--- config.mk ---
export PLATFORM = sky130hd
export DESIGN_NAME = lpht_ram
export DESIGN_NICKNAME = d
export VERILOG_FILES = /design/src/rtl/lpht_ram.sv
export SDC_FILE = /design/constraint.sdc
export NUM_CORES = 1
export LEC_CHECK = 0
export BUFFER_PORTS_ARGS = -buffer_cell sky130_fd_sc_hd__buf_2
export CELL_PAD_IN_SITES_DETAIL_PLACEMENT = 1
export CELL_PAD_IN_SITES_GLOBAL_PLACEMENT = 1
export CORE_MARGIN = 2
export CORE_UTILIZATION = 25
export DETAILED_ROUTE_END_ITERATION = 12
export MAX_ROUTING_LAYER = met4
export PLACE_DENSITY = 0.4
export SLEW_MARGIN = 20
export SYNTH_ARGS = -nofsm -noshare
export SYNTH_HDL_FRONTEND = slang
export SYNTH_SLANG_ARGS = --single-unit
--- constraint.sdc ---
create_clock -name i_clk -period 4.5 [get_ports i_clk]
set_input_delay 0 -clock i_clk [delete_from_list [all_inputs] [get_ports i_clk]]
set_output_delay 0 -clock i_clk [all_outputs]
set_load 0.02 [all_outputs]
--- src/rtl/lpht_ram.sv ---
module lpht_ram #(
    parameter int WIDTH = 8,
    parameter int DEPTH = 16
) (
    input  logic                     i_clk,
    input  logic                     i_we,
    input  logic [$clog2(DEPTH)-1:0] i_waddr,
    input  logic [WIDTH-1:0]         i_wdata,
    input  logic [$clog2(DEPTH)-1:0] i_raddr,
    output logic [WIDTH-1:0]         o_rdata
);
    logic [WIDTH-1:0] r_mem [DEPTH];
    logic [WIDTH-1:0] r_rdata;

    // Write port and registered read port
    always_ff @(posedge i_clk) begin
        if (i_we) begin
            r_mem[i_waddr] <= i_wdata;
        end
        r_rdata <= r_mem[i_raddr];
    end

    assign o_rdata = r_rdata;
endmodule

==> results.cfg, run 1 <==
[status]
status = finished, final reports clean

[logic_synthesis]
syn-cell-area_um2 = 5147
ys_async_sr_fraction_pct = 0
synth_area_leaders = edfxtp_1 75%, mux4_2 7.9%, mux4_1 7.1%
yosys.area.top_type = edfxtp_1
yosysMostFrequentCell = edfxtp_1
netlist.area_leader.share_pct = 74.67
syn_area_per_cell_um2 = 22.48
yosys-top-cells-count = 128 x edfxtp_1, 18 x mux4_2, 16 x a22oi_1, 14 x mux4_1, 13 x nor2_1
synth-edff-count = 128
ys_seq_area_share_pct = 77.78
ys_ff_latch = 136
syn_inst = 229
ys_types = 19
ys_warn_count = 0
syn-num-nets = 247
synth-main-ff-cell = edfxtp_1

[setup_path]
crit_chain = buf_2, buf_4, mux4_1, a22oi_1, nand2_1
critPathCaptureType = flip-flop
cp-start-kind = primary input
path_max_fanout = 19
cp_slowest_stage_delay_ns = 0.58
r2r_setup_slack_ns = 3.06
cp_data_arrival_time_ns = 1.96
path_class = primary input to flip-flop
cpMaxStageDelayCell = mux4_1
critPathRequiredTime_ns = 4.78

[global_routing]
grt.overflow.total = 0
grt_start_max_net_pins = 33
grt_usage_pct = 12.11
grt_pass1_vias = 2652
antenna_found_initial = 0
grt_pass1_wl_um = 17710

[routing]
viasPerCell = 4.273
drtIter0Drc = 111
drc = 0
drtPass1Iterations = 4
vias = 2380
drtAntennaViolNets = 0
wire_per_inst_um = 21.15
wirelength_um = 11780

[floorplanning]
io_pins = 26
die_area_um2 = 21750
start_util_pct = 25.44
die_x_um = 147.5
dieHeight_um = 147.5
rows = 52
fp.coreArea_um2 = 20230

[clock_tree]
clock-sinks = 136
clk_pin_slew_ns = 0.06
clkLatencyLatePin_ns = 0.41
root_buffer = clkbuf_16
htreeDepth = 4
cts_buffers = 17
clock_path_buffers = 2
cts_resized = 0
cts_tree = done

[final_layout]
nets = 292
fillCellCount = 2020
drive_gt1_share_pct = 26.13
diodes = 0
area_growth_pct = 20.49
regArea_um2 = 4004
utilization_pct = 30.65
multi_input_area_um2 = 1067

[power]
p_leak_nw = 2.020
ir_drop_uv = 210.1
power_density_nw_per_um2 = 469.3

[sta]
max_slew_margin_pct = 30.20
tns_ns = 0
hold_viol_final = 0
worstMarginPinSlew_ns = 1.043
rsz0062_at_grt = false
finalCritPeriodShare_pct = 37.31
finalSetupViolations = 0
slew_violations = 0
skew_ns = 0.005974
period_needed_ns = 1.679
max_freq_ghz = 0.5956

[placed_design]
hpwlAfterDp_um = 7419
finalWeightedCongestion = 0.6661
port_buffers = 25

[worst_hold_path]
hold_path_class = primary input to flip-flop

[job]
cap_violations = 0
kinds of logic after synthesis:
group / after synthesis / synth area share, %
AOI/OAI and AO/OA: 16 / 2.334
buffers and inverters: 10 / 1.677
DFF: 136 / 77.78
muxes: 32 / 15.02
and+or+nand+nor: 35 / 3.184
placed cells by master, fill, tap and decap left out:
cell type | Yosys | layout
nand3b_1 | 2 | 2
nor3_1 | 4 | 3
nand2_1 | 9 | 9
edfxtp_1 | 128 | 128
nor2_1 | 13 | 11
and2_1 | 1 | 1
clkinv_2 | 0 | 3
buf_4 | 1 | 4
nor2b_1 | 1 | 1
clkbuf_1 | 0 | 2
dlygate4sd3_1 | 0 | 7
clkbuf_16 | 0 | 17
nand2b_1 | 2 | 2
mux4_2 | 18 | 18
nor2_2 | 0 | 2
mux4_1 | 14 | 14
nand3_1 | 1 | 1
and2b_1 | 1 | 1
clkinvlp_4 | 0 | 1
bufinv_16 | 0 | 3
buf_2 | 3 | 25
nor3_2 | 0 | 1
a22oi_1 | 16 | 16
dfxtp_1 | 8 | 8
or3b_2 | 1 | 1
clkinv_1 | 0 | 6
layout make-up:
type	count	share of cell area (%)
flip-flops and latches	136	64.56
clock buffers	19	6.980
well taps	270	5.447
multi-input cells	83	17.21
clock inverters	13	2.179
repair buffers	36	3.631
path summary, 6_finish.rpt:
kind / from / to / cells after the start
max: i_raddr[0] / o_rdata[1] / 5
min: i_wdata[4] / r_mem[7][4] / 1
max reg2reg: r_mem[9][4] / o_rdata[4] / 3
min reg2reg: r_mem[15][3] / o_rdata[3] / 3
what timing repair did:
action / in CTS / in global routing
hold buffers: 7 / 0
buffers inserted: 0 / 0
hold endpoints to repair: 112 / 0
sequential cells by signal, indices dropped and copies added, names as in the netlist:
name     cells
o_rdata      8
r_mem      128
layer usage:
metal / wire (um) / vias to the layer above / track usage, % / share of wire [%]
met4: 158 / 0 / 4.183 / 1.3
met5: 0 / - / - / 0
li1: - / 1064 / - / -
met3: 346 / 12 / 3.426 / 2.9
met1: 5842 / 1262 / 16.13 / 50
met2: 5431 / 42 / 17.85 / 46
where the power goes:
| group | switching, W | leakage (nW) | internal [W] |
|---|---|---|---|
| logic | 0.0000885 | 0.521 | 0.0000555 |
| registers | 0.00000957 | 1.22 | 0.00142 |
| clock network | 0.000485 | 0.276 | 0.000855 |
per-stage QoR:
stage | hold WS (ns) | power, W | setup slack, ns | instance area [um^2] | cells
2_1_floorplan | 0.09887 | 0.001531 | 3.007 | 5147 | 229
3_3_place_gp | 0.3990 | 0.001595 | 2.283 | 5559 | 518
3_5_place_dp | 0.4067 | 0.001597 | 2.321 | 5562 | 518
4_1_cts | 0.005557 | 0.002945 | 2.754 | 6200 | 557
5_1_grt | 0.01725 | 0.003009 | 2.612 | 6202 | 557
6_report | 0.02288 | 0.002911 | 2.821 | 6202 | 557
critical path: cells and delay by family:
kind	cells	cell delay, ns
buf+inv	2	0.94
simple gates	1	0.12
compound gates	1	0.29
mux	1	0.58
Power figures use the tool's default switching activity.
==> run 2: changes to the inputs <==
==> constraint.sdc (replaced) <==
create_clock -name i_clk -period 1.68 [get_ports i_clk]
set_input_delay 0 -clock i_clk [delete_from_list [all_inputs] [get_ports i_clk]]
set_output_delay 0 -clock i_clk [all_outputs]
set_load 0.02 [all_outputs]
==> results.cfg, run 2 (synthesis gave the netlist of run 1 again) <==
[global_routing]
antenna_found_initial = 0
grt_pass1_vias = 2669
grt.overflow.total = 0
grt_start_max_net_pins = 19
grt_usage_pct = 12.28
grt_pass1_wl_um = 17760

[sta]
slew_violations = 0
finalSetupViolations = 0
skew_ns = 0.008008
whs_ns = 0.1469
hold_viol_final = 0
period_needed_ns = 1.423
max_slew_margin_pct = 42.94
tns_ns = 0
finalCritPeriodShare_pct = 84.68
worstMarginPinSlew_ns = 0.8541
rsz0062_at_grt = false
max_freq_ghz = 0.7029

[clock_tree]
post_cts_buffers = 0
clkLatencyLatePin_ns = 0.41
clock-sinks = 136
clock_path_buffers = 2
htreeDepth = 4
root_buffer = clkbuf_16
clk_pin_slew_ns = 0.06
cts_tree = done
cts_buffers = 17

[floorplanning]
die_area_um2 = 21750
rows = 52
io_pins = 26
start_util_pct = 25.44
die_x_um = 147.5
dieHeight_um = 147.5
fp.coreArea_um2 = 20230

[routing]
drc = 0
viasPerCell = 4.273
wire_per_inst_um = 20.78
vias = 2461
drtIter0Drc = 138
drtPass1Iterations = 4
drtAntennaViolNets = 0
wirelength_um = 11970

[power]
p_leak_nw = 2.141
ir_drop_uv = 587.7
power_density_nw_per_um2 = 1226
power_w = 0.007823

[worst_hold_path]
min_path_cells = 3
worstHoldStart = i_waddr[2]
hold_path_class = primary input to flip-flop
min_to = r_mem[7][3]

[placed_design]
port_buffers = 25
hpwlAfterDp_um = 7775
finalWeightedCongestion = 0.7062
placedInstanceArea_um2 = 5734

[final_layout]
final_cell_mix = 128 x edfxtp_1, 25 x buf_2, 20 x buf_4
area_growth_pct = 23.97
drive_gt1_share_pct = 30.39
nets = 312
largest_register_ffs = 128
regMostFlops = r_mem
diodes = 0
stdcell_area_um2 = 6381
mostFrequentLayoutCell = edfxtp_1

[setup_path]
cp-start-kind = flip-flop
r2r_end = o_rdata[7]
critPathRequiredTime_ns = 1.96
critPathCaptureType = flip-flop
r2r_start = r_mem[3][7]
r2r_cells = 3
path_max_fanout = 1
r2r_setup_slack_ns = 0.26
path_class = flip-flop to flip-flop
cp_data_arrival_time_ns = 1.71

[job]
cap_violations = 0

[status]
status = finished, final reports clean
==> run 2: cell count changes in the layout (fill, tap and decap cells not counted), moves of 2 or more <==
| cell | change |
|---|---|
| buf_12 | +3 |
| buf_4 | +16 |
| clkinv_1 | -3 |
| clkinv_2 | +2 |
| nor2_1 | +2 |
| nor2_2 | -2 |
==> run 2: worst max path at each step <==
| stage | startpoint | to | cells after the start |
|---|---|---|---|
| floorplan | i_waddr[2] | r_mem[0][0] | 2 |
| global placement | i_raddr[0] | o_rdata[5] | 5 |
| detailed placement | i_raddr[0] | o_rdata[5] | 5 |
| CTS | r_mem[3][7] | o_rdata[7] | 3 |
| global route | r_mem[0][3] | o_rdata[3] | 3 |
| finish | r_mem[3][7] | o_rdata[7] | 3 |
==> run 2: power by group <==
group	total (W)	leakage, nW	switching [W]	internal [W]
clock network	0.00359	0.279	0.00130	0.00229
logic	0.000412	0.639	0.000240	0.000172
registers	0.00382	1.22	0.0000246	0.00379
==> run 2: cell type report <==
cell class,instances,area [um^2]
fill,2024,13850
clock buffer,19,432.9
timing repair buffer,56,415.4
multi-input combinational,83,1057
tap,270,337.8
clock inverter,12,133.9
sequential,136,4004
==> run 2: routing by layer <==
metal / vias to the layer above / GRT usage (%) / wire, um
met2: 46 / 18.25 / 5599
met4: 0 / 5.192 / 197
met1: 1299 / 15.93 / 5878
li1: 1102 / - / -
met5: - / - / 0
met3: 14 / 3.333 / 293
==> run 2: critical path: stages, from the launching register on <==
cell      delay, ns
edfxtp_1       0.36
mux4_2         0.47
a22oi_1        0.33
nand2_1        0.14
==> run 2: timing repair <==
action,in CTS,in global routing
hold buffers,8,0
endpoints found under the hold margin,128,0
gates resized for setup,0,0
==> run 2: metrics by stage <==
step | util, % | setup slack, ns | instances
after CTS | 31.54 | 0.2575 | 576
final | 31.54 | 0.2573 | 576
after global placement | 28.34 | 0.1935 | 537
after global routing | 31.54 | 0.1922 | 576
after floorplan | - | 0.1871 | 229
after detailed placement | 28.34 | 0.1872 | 537
